### config.mk
export PLATFORM = sky130hd
export DESIGN_NAME = nmea_rmc_field_extractor_unit
export DESIGN_NICKNAME = d
export VERILOG_FILES = /design/src/hdl/rmc_pkg.sv /design/src/hdl/nmea_rmc_field_extractor_unit.sv /design/src/hdl/rmc_core.sv
export SDC_FILE = /design/constraint.sdc
export NUM_CORES = 1
export LEC_CHECK = 0
export BUFFER_PORTS_ARGS = -buffer_cell sky130_fd_sc_hd__buf_2
export CAP_MARGIN = 10
export CORE_ASPECT_RATIO = 0.6
export CORE_UTILIZATION = 25
export CTS_CLUSTER_SIZE = 25
export DETAILED_ROUTE_END_ITERATION = 8
export MAX_ROUTING_LAYER = met4
export SYNTH_ARGS = -nofsm -noshare
export SYNTH_HDL_FRONTEND = slang
export SYNTH_SLANG_ARGS = --single-unit
### constraint.sdc
create_clock -name clk -period 6.2 [get_ports clk]
set_clock_uncertainty 0.2 [all_clocks]
set_input_delay 0.93 -clock clk [delete_from_list [all_inputs] [get_ports clk]]
set_output_delay 0.93 -clock clk [all_outputs]
set_load 0.005 [all_outputs]
### src/hdl/rmc_pkg.sv
// Shared types, constants and header lookup for the RMC field extractor.
package rmc_pkg;

	localparam int unsigned BYTE_W  = 8;
	localparam int unsigned FID_W   = 4;
	localparam int unsigned LEN_W   = 7;
	localparam int unsigned POS_W   = 3;

	localparam logic [BYTE_W-1:0] CH_DOLLAR = 8'h24;
	localparam logic [BYTE_W-1:0] CH_COMMA  = 8'h2C;
	localparam logic [BYTE_W-1:0] CH_CR     = 8'h0D;
	localparam logic [BYTE_W-1:0] CH_G      = 8'h47;
	localparam logic [BYTE_W-1:0] CH_P      = 8'h50;
	localparam logic [BYTE_W-1:0] CH_R      = 8'h52;
	localparam logic [BYTE_W-1:0] CH_M      = 8'h4D;
	localparam logic [BYTE_W-1:0] CH_C      = 8'h43;

	localparam logic [POS_W-1:0] HDR_LEN    = 3'd5;
	localparam logic [FID_W-1:0] LAST_FIELD = 4'd8;
	localparam logic [FID_W-1:0] FID_LAT_HEMI = 4'd3;
	localparam logic [FID_W-1:0] FID_LON_HEMI = 4'd5;

	typedef enum logic [2:0] {
		PH_HUNT,
		PH_MATCH,
		PH_COMMA,
		PH_BODY,
		PH_SWALLOW
	} rmc_phase_t;

	typedef struct packed {
		logic              vld;
		logic [BYTE_W-1:0] ch;
		logic [FID_W-1:0]  fid;
		logic              eop;
		logic              ovf;
	} rmc_res_t;

	function automatic logic [BYTE_W-1:0] hdr_char(input logic [POS_W-1:0] pos);
		logic [BYTE_W-1:0] c;
		case (pos)
			3'd0:    c = CH_G;
			3'd1:    c = CH_P;
			3'd2:    c = CH_R;
			3'd3:    c = CH_M;
			3'd4:    c = CH_C;
			default: c = '0;
		endcase
		return c;
	endfunction

endpackage

### src/hdl/nmea_rmc_field_extractor_unit.sv
// Top level of the RMC field extractor: input register, parser and result register.
// Input register: a byte enters it when accepted; the parser forms its result combinationally,
// and that result enters the result register when the byte advances, which a held result can delay.
// Throughput: one byte per cycle; the input stalls only while a byte that makes a result
// waits behind a held result with out_ready low.
// Reset: arst_n clears both register stages and returns the parser to the '$' hunt.
module nmea_rmc_field_extractor_unit #(
	parameter int unsigned MAX_LEN = 80
) (
	input  logic                       clk,
	input  logic                       arst_n,
	input  logic                       rx_valid,
	output logic                       rx_ready,
	input  logic [rmc_pkg::BYTE_W-1:0] rx_byte,
	output logic                       out_valid,
	input  logic                       out_ready,
	output logic [rmc_pkg::BYTE_W-1:0] char_out,
	output logic [rmc_pkg::FID_W-1:0]  field_id,
	output logic                       sentence_end,
	output logic                       overflow
);
	import rmc_pkg::*;

	logic              valid_s1;
	logic [BYTE_W-1:0] byte_s1;
	logic              adv;
	rmc_res_t          res;
	logic              out_valid_q;
	rmc_res_t          out_q;

	assign adv      = valid_s1 && (!res.vld || !out_valid_q || out_ready);
	assign rx_ready = !valid_s1 || adv;

	always_ff @(posedge clk or negedge arst_n) begin
		if (!arst_n) begin
			valid_s1 <= 1'b0;
		end else if (rx_ready) begin
			valid_s1 <= rx_valid;
		end
	end

	always_ff @(posedge clk) begin
		if (rx_valid && rx_ready)
			byte_s1 <= rx_byte;
	end

	rmc_core #(
		.MAX_LEN(MAX_LEN)
	) u_core (
		.clk     (clk),
		.arst_n  (arst_n),
		.adv     (adv),
		.byte_in (byte_s1),
		.res     (res)
	);

	always_ff @(posedge clk or negedge arst_n) begin
		if (!arst_n) begin
			out_valid_q <= 1'b0;
		end else if (adv && res.vld) begin
			out_valid_q <= 1'b1;
		end else if (out_ready) begin
			out_valid_q <= 1'b0;
		end
	end

	always_ff @(posedge clk) begin
		if (adv && res.vld)
			out_q <= res;
	end

	assign out_valid    = out_valid_q;
	assign char_out     = out_q.ch;
	assign field_id     = out_q.fid;
	assign sentence_end = out_q.eop;
	assign overflow     = out_q.ovf;

	a_fid_range: assert property (@(posedge clk) disable iff (!arst_n)
		out_valid_q |-> (out_q.fid <= LAST_FIELD))
		else $error("field_id out of range");

	a_end_zero: assert property (@(posedge clk) disable iff (!arst_n)
		(out_valid_q && out_q.eop) |-> (out_q.ch == '0 && out_q.fid == '0))
		else $error("end transaction carries data");

	a_ovf_end: assert property (@(posedge clk) disable iff (!arst_n)
		(out_valid_q && out_q.ovf) |-> out_q.eop)
		else $error("overflow without sentence end");

	a_stall_hold: assert property (@(posedge clk) disable iff (!arst_n)
		!rx_ready |-> (valid_s1 && res.vld && out_valid_q && !out_ready))
		else $error("input stalled without a blocked result");

endmodule

### src/hdl/rmc_core.sv
// Sentence state machine: header match, field split and per-byte result.
module rmc_core #(
	parameter int unsigned MAX_LEN = 80
) (
	input  logic                    clk,
	input  logic                    arst_n,
	input  logic                    adv,
	input  logic [rmc_pkg::BYTE_W-1:0] byte_in,
	output rmc_pkg::rmc_res_t       res
);
	import rmc_pkg::*;

	localparam logic [LEN_W-1:0] LEN_LIMIT = LEN_W'(MAX_LEN - 2);

	rmc_phase_t         phase_q, phase_d;
	logic [POS_W-1:0]   match_q, match_d;
	logic [FID_W-1:0]   field_q, field_d;
	logic               first_q, first_d;
	logic [LEN_W-1:0]   len_q, len_d;

	always_ff @(posedge clk or negedge arst_n) begin
		if (!arst_n) begin
			phase_q <= PH_HUNT;
			match_q <= '0;
			field_q <= '0;
			first_q <= 1'b1;
			len_q   <= '0;
		end else if (adv) begin
			phase_q <= phase_d;
			match_q <= match_d;
			field_q <= field_d;
			first_q <= first_d;
			len_q   <= len_d;
		end
	end

	always_comb begin
		phase_d = phase_q;
		match_d = match_q;
		field_d = field_q;
		first_d = first_q;
		len_d   = len_q;
		res     = '0;
		case (phase_q)
			PH_HUNT: begin
				if (byte_in == CH_DOLLAR) begin
					phase_d = PH_MATCH;
					match_d = '0;
				end
			end
			PH_MATCH: begin
				if (match_q < HDR_LEN && byte_in == hdr_char(match_q)) begin
					if (match_q == HDR_LEN - 3'd1) begin
						match_d = '0;
						phase_d = PH_COMMA;
					end else begin
						match_d = match_q + 3'd1;
					end
				end else begin
					match_d = '0;
					phase_d = PH_HUNT;
				end
			end
			PH_COMMA: begin
				field_d = '0;
				first_d = 1'b1;
				len_d   = '0;
				phase_d = PH_BODY;
			end
			PH_BODY: begin
				if (byte_in == CH_CR) begin
					res.vld = 1'b1;
					res.eop = 1'b1;
					phase_d = PH_SWALLOW;
				end else if (len_q >= LEN_LIMIT) begin
					res.vld = 1'b1;
					res.eop = 1'b1;
					res.ovf = 1'b1;
					phase_d = PH_HUNT;
					field_d = '0;
					first_d = 1'b1;
					len_d   = '0;
				end else begin
					len_d = len_q + 7'd1;
					if (byte_in == CH_COMMA) begin
						if (field_q <= LAST_FIELD)
							field_d = field_q + 4'd1;
						first_d = 1'b1;
					end else begin
						if (field_q <= LAST_FIELD &&
						    (first_q || (field_q != FID_LAT_HEMI &&
						                 field_q != FID_LON_HEMI))) begin
							res.vld = 1'b1;
							res.ch  = byte_in;
							res.fid = field_q;
						end
						first_d = 1'b0;
					end
				end
			end
			PH_SWALLOW: begin
				phase_d = PH_HUNT;
				field_d = '0;
				first_d = 1'b1;
				len_d   = '0;
			end
			default: begin
				phase_d = PH_HUNT;
				match_d = '0;
				field_d = '0;
				first_d = 1'b1;
				len_d   = '0;
			end
		endcase
	end

endmodule

# --- Yosys cells after proc, flatten, opt, wreduce, memory -nomap -nowiden ---
# Cells that the tools add are included.
totals:
  reg_bits: 42
  output_inout_bits: 16
classes:
  reduce_logical: 24
  n_eq_ne: 20
  order_cmp: 3
  n_bitwise: 4
  n_addsub: 3
  muxes: 36
op_table:
  columns: ["op", "n"]
  rows:
  - ["one-hot mux 7 bit (5 select lines)", 1]
  - ["two-way mux 13 bit", 2]
  - ["two-way mux 12 bit", 2]
  - ["two-way mux 3 bit", 8]
  - ["equality test 8 x 6 -> 1 bit, second input constant", 2]
  - ["two-way mux 4 bit", 4]
  - ["two-way mux 15 bit", 1]
  - ["two-way mux 7 bit", 2]
  - ["one-hot mux 7 bit (2 select lines)", 1]
  - ["equality test 3 x 2 -> 1 bit, second input constant", 4]
  - ["one-hot mux 3 bit (4 select lines)", 1]
  - ["two-way mux 1 bit", 9]
  - ["!= test 3 x 1 -> 1 bit, second input constant", 3]
  - ["one-hot mux 3 bit (3 select lines)", 1]
  - ["equality test 8 x 4 -> 1 bit, second input constant", 1]
  - ["equality test 8 bit", 1]
  - ["two-way mux 8 bit", 1]
  - ["one-hot mux 4 bit (2 select lines)", 1]
  - ["adder 7 x 1 -> 7 bit, second input constant", 1]
  - ["greater-or-equal comparator 7 bit, second input constant", 1]
  - ["equality test 3 x 1 -> 1 bit, second input constant", 2]
  - ["equality test 3 bit, second input constant", 2]
  - ["logical AND 1 bit", 6]
  - ["zero test 3 bit", 2]
  - ["21 further kinds", 31]

# --- Logic depth before layout (Yosys ltp) ---
depth:
  depth_word: 15
  mapped_depth: 9

# --- Modules after synthesis ---
# Synthesis repeated with hierarchy kept, for this count alone.
unflattened:
  hier_cells: 200
  area_unflattened_um2: 2280.9
by_module_without_submodules:
  columns: ["mod", "cells_each", "area_each_um2", "instances", "seq_area_each_um2"]
  rows:
  - ["rmc_core", 168, 1514.0, 1, 451.7]
  - ["nmea_rmc_field_extractor_unit", 32, 767.0, 1, 710.7]

# --- Worst setup path after synthesis ---
# Ideal clock, no wire load.
synth_path:
  path_kind: "register to register"
  from: "reg byte_s1[3]"
  to: "reg out_q, in the netlist char_out[0], enable pin"
  path_slack_ns: 3.262
  t_arrival_ns: 2.335
  required_time_ns: 5.597
  path_stages_with_launch: 5
  n_path_buf: 0
  path_cell_list: "edfxtp_1 and4bb_2 and2_1 o311a_1 nor3_1"
synth_between:
  elab_chain_len: 10
  word_cells_on_any_way: 11
  cone_classes: "2 x eq/ne; 4 x mux; 5 x reduce/logical"
synth_rtl:
  columns: ["element", "line_no", "source"]
  rows:
  - ["from (decl)", "nmea_rmc_field_extractor_unit.sv:25", "logic [BYTE_W-1:0] byte_s1;"]
  - ["from (signal assigned)", "nmea_rmc_field_extractor_unit.sv:44", "byte_s1 <= rx_byte;"]
  - ["equality test 8 x 6 -> 1 bit", "rmc_core.sv:85", "if (byte_in == CH_COMMA) begin"]
  - ["two-way mux 13 bit", "rmc_core.sv:85", null]
  - ["two-way mux 1 bit", "rmc_core.sv:75", "end else if (len_q >= LEN_LIMIT) begin"]
  - ["two-way mux 1 bit *", "rmc_core.sv:71", "if (byte_in == CH_CR) begin"]
  - ["two-way mux 15 bit *", "rmc_core.sv:44", "case (phase_q)"]
  - ["zero test 1 bit", "nmea_rmc_field_extractor_unit.sv:31", "assign adv = valid_s1 && (!res.vld || !out_valid_q || out_ready);"]
  - ["logical OR 1 bit (2 in a row)", "nmea_rmc_field_extractor_unit.sv:31", null]
  - ["logical AND 1 bit", "nmea_rmc_field_extractor_unit.sv:31", null]
  - ["logical AND 1 bit *", "nmea_rmc_field_extractor_unit.sv:68", "if (adv && res.vld)"]
  - ["to (signal assigned)", "nmea_rmc_field_extractor_unit.sv:69", "out_q <= res;"]
  - ["to (decl)", "nmea_rmc_field_extractor_unit.sv:29", "rmc_res_t out_q;"]
# Every way passes the cells marked *; elsewhere a longest branch is shown, timed or not.
# A chain may end at the register's enable or synchronous reset.

# --- Worst setup path in the final report ---
layout_path:
  from: "reg u_core.field_q[0]"
  to: "out rx_ready"
layout_between:
  elab_chain_len: 14
  word_cells_on_any_way: 16
  cone_classes: "1 x order compare; 2 x eq/ne; 5 x mux; 8 x reduce/logical"
layout_rtl:
  columns: ["element", "line_no", "source"]
  rows:
  - ["from (decl)", "rmc_core.sv:17", "logic [FID_W-1:0] field_q, field_d;"]
  - ["from (signal assigned)", "rmc_core.sv:31", "field_q <= field_d;"]
  - ["branches (longest 3 deep; another with <= comparator 4 bit)", null, null]
  - ["logical AND 1 bit *", "rmc_core.sv:90", "if (field_q <= LAST_FIELD &&"]
  - ["two-way mux 13 bit *", "rmc_core.sv:90", null]
  - ["two-way mux 13 bit *", "rmc_core.sv:85", null]
  - ["two-way mux 1 bit *", "rmc_core.sv:75", null]
  - ["two-way mux 1 bit *", "rmc_core.sv:71", null]
  - ["two-way mux 15 bit *", "rmc_core.sv:44", null]
  - ["zero test 1 bit *", "nmea_rmc_field_extractor_unit.sv:31", null]
  - ["logical OR 1 bit * (2 in a row)", "nmea_rmc_field_extractor_unit.sv:31", null]
  - ["logical AND 1 bit *", "nmea_rmc_field_extractor_unit.sv:31", null]
  - ["logical OR 1 bit *", "nmea_rmc_field_extractor_unit.sv:32", "assign rx_ready = !valid_s1 || adv;"]
  - ["to (decl)", "nmea_rmc_field_extractor_unit.sv:13", "output logic rx_ready,"]
# Mark *: on every way between the ends.

==> report_table.html <==
<table>
<tr><th>Metric</th><th>Value</th></tr>
<tr><th colspan="2">Run status</th></tr>
<tr><td>Status</td><td>complete, no violations</td></tr>
<tr><th colspan="2">Critical path</th></tr>
<tr><td>Worst setup path startpoint</td><td>u_core.field_q[0]</td></tr>
<tr><td>Setup slack, reg-to-reg</td><td>around 3.1 ns</td></tr>
<tr><td>Element type at the critical path end</td><td>primary output</td></tr>
<tr><td>Required time worst endpoint</td><td>roughly 5.1 ns</td></tr>
<tr><td>Largest driver fanout on the critical path</td><td>6</td></tr>
<tr><td>Worst setup endpoint</td><td>rx_ready</td></tr>
<tr><td>Worst r2r src</td><td>u_core.field_q[0]</td></tr>
<tr><td>Setup crit start kind</td><td>register</td></tr>
<tr><td>Capture instance of the worst register-to-register path</td><td>byte_s1[1]</td></tr>
<tr><td>Arrival time reported for the critical path endpoint</td><td>around 2.3 ns</td></tr>
<tr><td>Critical Setup Path Class</td><td>register to primary output</td></tr>
<tr><td>Cell depth of the worst flop-to-flop path</td><td>6</td></tr>
<tr><th colspan="2">Synth</th></tr>
<tr><td>Largest cells by area after synthesis</td><td>sky130_fd_sc_hd__edfxtp_1 (27%), sky130_fd_sc_hd__dfrtp_1 (19%), sky130_fd_sc_hd__ha_1 (5.1%)</td></tr>
<tr><td>Cell area after synthesis</td><td>between 0.002 and 0.0025 mm^2</td></tr>
<tr><td>Share of synthesized registers carrying an async set or reset</td><td>0.476</td></tr>
<tr><td>Synthesized area per cell</td><td>~11 um^2</td></tr>
<tr><td>Share of the synthesized netlist area taken by xor and xnor gates</td><td>0.0107</td></tr>
<tr><td>Sequential-to-total area share from yosys stat</td><td>0.475</td></tr>
<tr><td>Synthesis warning total</td><td>0</td></tr>
<tr><td>Number of enable-type register cells in the synthesized netlist</td><td>22</td></tr>
<tr><td>Synthesized-area fraction occupied by adder cells</td><td>0.0512</td></tr>
<tr><td>Leading register cell type out of synthesis</td><td>sky130_fd_sc_hd__edfxtp_1</td></tr>
<tr><td>Post-synthesis simple-gate area fraction</td><td>0.210</td></tr>
<tr><td>Compound-cell area share of the yosys netlist</td><td>0.182</td></tr>
<tr><td>Flip-flop and latch count after synthesis</td><td>42</td></tr>
<tr><td>Proportion of netlist area held by the largest area contributor</td><td>0.270</td></tr>
<tr><td>Distinct cells, synth</td><td>a little under 70</td></tr>
<tr><td>Number of instances in the synthesized netlist</td><td>between 200 and 250</td></tr>
<tr><td>Net count after synthesis</td><td>243</td></tr>
<tr><td>Library cell occupying the most area in the post-synthesis netlist</td><td>sky130_fd_sc_hd__edfxtp_1</td></tr>
<tr><td>Combinational family with the most area after synthesis</td><td>simple AND/OR/NAND/NOR gates</td></tr>
<tr><td>Mux cell area share after synthesis</td><td>0.0179</td></tr>
<tr><th colspan="2">Route</th></tr>
<tr><td>Average vias per placed instance</td><td>slightly below 5</td></tr>
<tr><td>First-pass detailed-route iteration total</td><td>4</td></tr>
<tr><td>DRC violation count after routing</td><td>0</td></tr>
<tr><td>Final antenna-violating net count</td><td>0</td></tr>
<tr><td>Total number of vias</td><td>roughly 1800</td></tr>
<tr><td>Initial detailed-routing violation count</td><td>200</td></tr>
<tr><td>Routed wire per std cell</td><td>around 16 um</td></tr>
<tr><td>DRT Wirelength</td><td>5.86 mm</td></tr>
<tr><th colspan="2">Die</th></tr>
<tr><td>Die outline width</td><td>130 um</td></tr>
<tr><td>Die ar.</td><td>just over 0.01 mm^2</td></tr>
<tr><td>Height of the die</td><td>between 70 and 80 um</td></tr>
<tr><td>Starting density of the core</td><td>0.262</td></tr>
<tr><td>Std-Cell Rows</td><td>27</td></tr>
<tr><td>Total I/O pin count</td><td>28</td></tr>
<tr><td>Core outline area</td><td>around 0.0093 mm^2</td></tr>
<tr><th colspan="2">CTS</th></tr>
<tr><td>Clock buffer depth</td><td>2</td></tr>
<tr><td>Clock-pin transition on the worst setup and hold timing paths</td><td>~0.060 ns</td></tr>
<tr><td>Cts bufs inserted</td><td>5</td></tr>
<tr><td>Count of instances resized after the clock tree is built</td><td>0</td></tr>
<tr><td>H-tree depth reported by CTS</td><td>2</td></tr>
<tr><td>Setup fix buffers added after clock tree synthesis</td><td>0</td></tr>
<tr><td>Number of hold-repair buffers added at the cts stage</td><td>0</td></tr>
<tr><td>Clock latency of the later-clocked register in the worst-skew pair</td><td>between 0.2 and 0.3 ns</td></tr>
<tr><td>Clock net sink count</td><td>42</td></tr>
<tr><td>TritonCTS clock tree</td><td>done</td></tr>
<tr><td>Cell at the root of the clock tree</td><td>sky130_fd_sc_hd__clkbuf_16</td></tr>
<tr><th colspan="2">STA</th></tr>
<tr><td>Final setup fails</td><td>0</td></tr>
<tr><td>Final period utilization</td><td>0.553</td></tr>
<tr><td>Setup TNS</td><td>0 ns</td></tr>
<tr><td>Setup slack of the critical path after layout</td><td>roughly 2.8 ns</td></tr>
<tr><td>Highest clock rate</td><td>between 200 and 300 MHz</td></tr>
<tr><td>Shortest period the worst path allows</td><td>about 3.4 ns</td></tr>
<tr><td>Actual slew at the worst max-slew pin</td><td>around 1.1 ns</td></tr>
<tr><td>Hold Vio Cnt, Final</td><td>0</td></tr>
<tr><td>Max-Slew Margin vs Limit</td><td>0.271</td></tr>
<tr><td>Total count of max-transition violations in the final report</td><td>0</td></tr>
<tr><td>Setup repair after global routing missed its margin</td><td>false</td></tr>
<tr><th colspan="2">Place</th></tr>
<tr><td>HPWL reported at the end of detailed placement</td><td>~4.5 mm</td></tr>
<tr><td>Number of buffer cells added on primary ports</td><td>27</td></tr>
<tr><td>Worst slack after detailed placement</td><td>between 3 and 4 ns</td></tr>
<tr><td>Routability congestion estimate</td><td>0.827</td></tr>
<tr><th colspan="2">Finish</th></tr>
<tr><td>Share of final-layout standard cells stronger than drive strength 1</td><td>0.228</td></tr>
<tr><td>P&amp;R area growth vs syn</td><td>15.0%</td></tr>
<tr><td>Commonest non-fill, non-tap cells in the layout</td><td>sky130_fd_sc_hd__buf_2 (27), sky130_fd_sc_hd__edfxtp_1 (22), sky130_fd_sc_hd__dfrtp_1 (19), sky130_fd_sc_hd__inv_1 (14), sky130_fd_sc_hd__and2_1 (12)</td></tr>
<tr><td>Diodes inserted</td><td>0</td></tr>
<tr><td>Nets</td><td>between 200 and 300</td></tr>
<tr><td>Most common library cell in the layout ignoring fill and taps</td><td>sky130_fd_sc_hd__buf_2</td></tr>
<tr><th colspan="2">GRT</th></tr>
<tr><td>Number of antenna violations at the first check in global routing</td><td>0</td></tr>
<tr><td>Number of global-route vias before repair</td><td>between 1500 and 2000</td></tr>
<tr><td>Pin count of the biggest net entering global routing</td><td>21</td></tr>
<tr><td>Overflow left after global routing</td><td>0</td></tr>
<tr><td>Wire length of the first global-routing pass</td><td>9.47 mm</td></tr>
<tr><td>Global routing usage summed across all routing layers</td><td>0.128</td></tr>
<tr><th colspan="2">Power</th></tr>
<tr><td>Worst vdd ir</td><td>0.0000886 V</td></tr>
<tr><td>Leakage dissipation</td><td>1.00 nW</td></tr>
<tr><td>Cell Pwr Density</td><td>231 mW/mm^2</td></tr>
<tr><th colspan="2">Flow run</th></tr>
<tr><td>Number of violations of the max-capacitance limit</td><td>0</td></tr>
<tr><th colspan="2">Worst hold path</th></tr>
<tr><td>Worst hold-check path type</td><td>register to register</td></tr>
<tr><td>Start point of the worst min-delay path</td><td>u_core.match_q[1]</td></tr>
</table>
per-layer routing:
metal / vias up / GRT usage / part of all wire
li1: 889 / - / -
met1: 889 / 0.211 / 0.56
met2: 64 / 0.137 / 0.35
met3: 2 / 0.0395 / 0.084
met4: 0 / 0.0279 / 0.0036
met5: - / - / 0
cells in the mapped netlist (all sizes together) (5+ instances only):
| cell | number |
|---|---|
| clkbuf | 5 |
| and2 | 13 |
| nand2 | 10 |
| nor4 | 7 |
| a21oi | 5 |
| nand3 | 8 |
| o211ai | 9 |
| dfrtp | 19 |
| edfxtp | 22 |
| inv | 14 |
| o21ai | 9 |
| nor3 | 7 |
| nor2 | 9 |
| ha | 10 |
worst min-delay path by stage:
| stage | endpoint | cells after the start | slack [ns] |
|---|---|---|---|
| final | u_core.match_q[1] | 2 | 0.37 |
| after global placement | u_core.match_q[1] | 2 | 0.34 |
| after CTS | u_core.match_q[1] | 2 | 0.37 |
| after floorplan | u_core.match_q[0] | 1 | 0.31 |
| after global routing | u_core.field_q[1] | 1 | 0.40 |
| after detailed placement | u_core.match_q[1] | 2 | 0.36 |
flip-flops by register name, indices dropped and copies added, names as in the netlist:
signal	flops
u_core.phase_q	3
u_core.field_q	4
u_core.first_q	1
u_core.match_q	3
char_out	8
valid_s1	1
sentence_end	1
byte_s1	8
out_valid	1
u_core.len_q	7
field_id	4
overflow	1
power breakdown:
group	switching, W	internal, W
Clock	0.000105	0.000147
Combinational	0.0000324	0.0000284
Sequential	0.0000271	0.000310
Total	0.000165	0.000486
worst max-delay path, cell delays in order (launching register included):
cell and delay, ns:
sky130_fd_sc_hd__dfrtp_1 0.43, sky130_fd_sc_hd__ha_1 0.22, sky130_fd_sc_hd__or4b_2 0.58, sky130_fd_sc_hd__o21ai_0 0.19
sky130_fd_sc_hd__o311a_1 0.31, sky130_fd_sc_hd__nor3_1 0.11, sky130_fd_sc_hd__inv_1 0.07, sky130_fd_sc_hd__buf_2 0.10
cell families after synthesis:
family                     count (synthesis)
and+or+nand+nor                           82
AOI/OAI and AO/OA                         56
DFF                                       42
buffers and inverters                     24
adders and majority gates                 10
muxes                                      4
xor gates and xnor gates                   3
final cells by class:
type | count | area [um^2]
timing repair buffer | 27 | 135
tap | 130 | 163
clock buffer | 5 | 125
multi-input combinational | 155 | 1160
inverter | 14 | 52.6
fill | 987 | 6510
clock inverter | 3 | 16.3
sequential | 42 | 1160
per-stage QoR:
stage	power [W]	hold slack (ns)	area [um^2]	instances	utilization
floorplan	0.000381	0.309	2450	221	-
global placement	0.000401	0.341	2670	368	0.287
detailed placement	0.000402	0.361	2670	368	0.287
CTS	0.000657	0.372	2810	376	0.302
global route	0.000681	0.399	2810	376	0.302
finish	0.000651	0.368	2810	376	0.302
(Power assumes the default switching activity.)
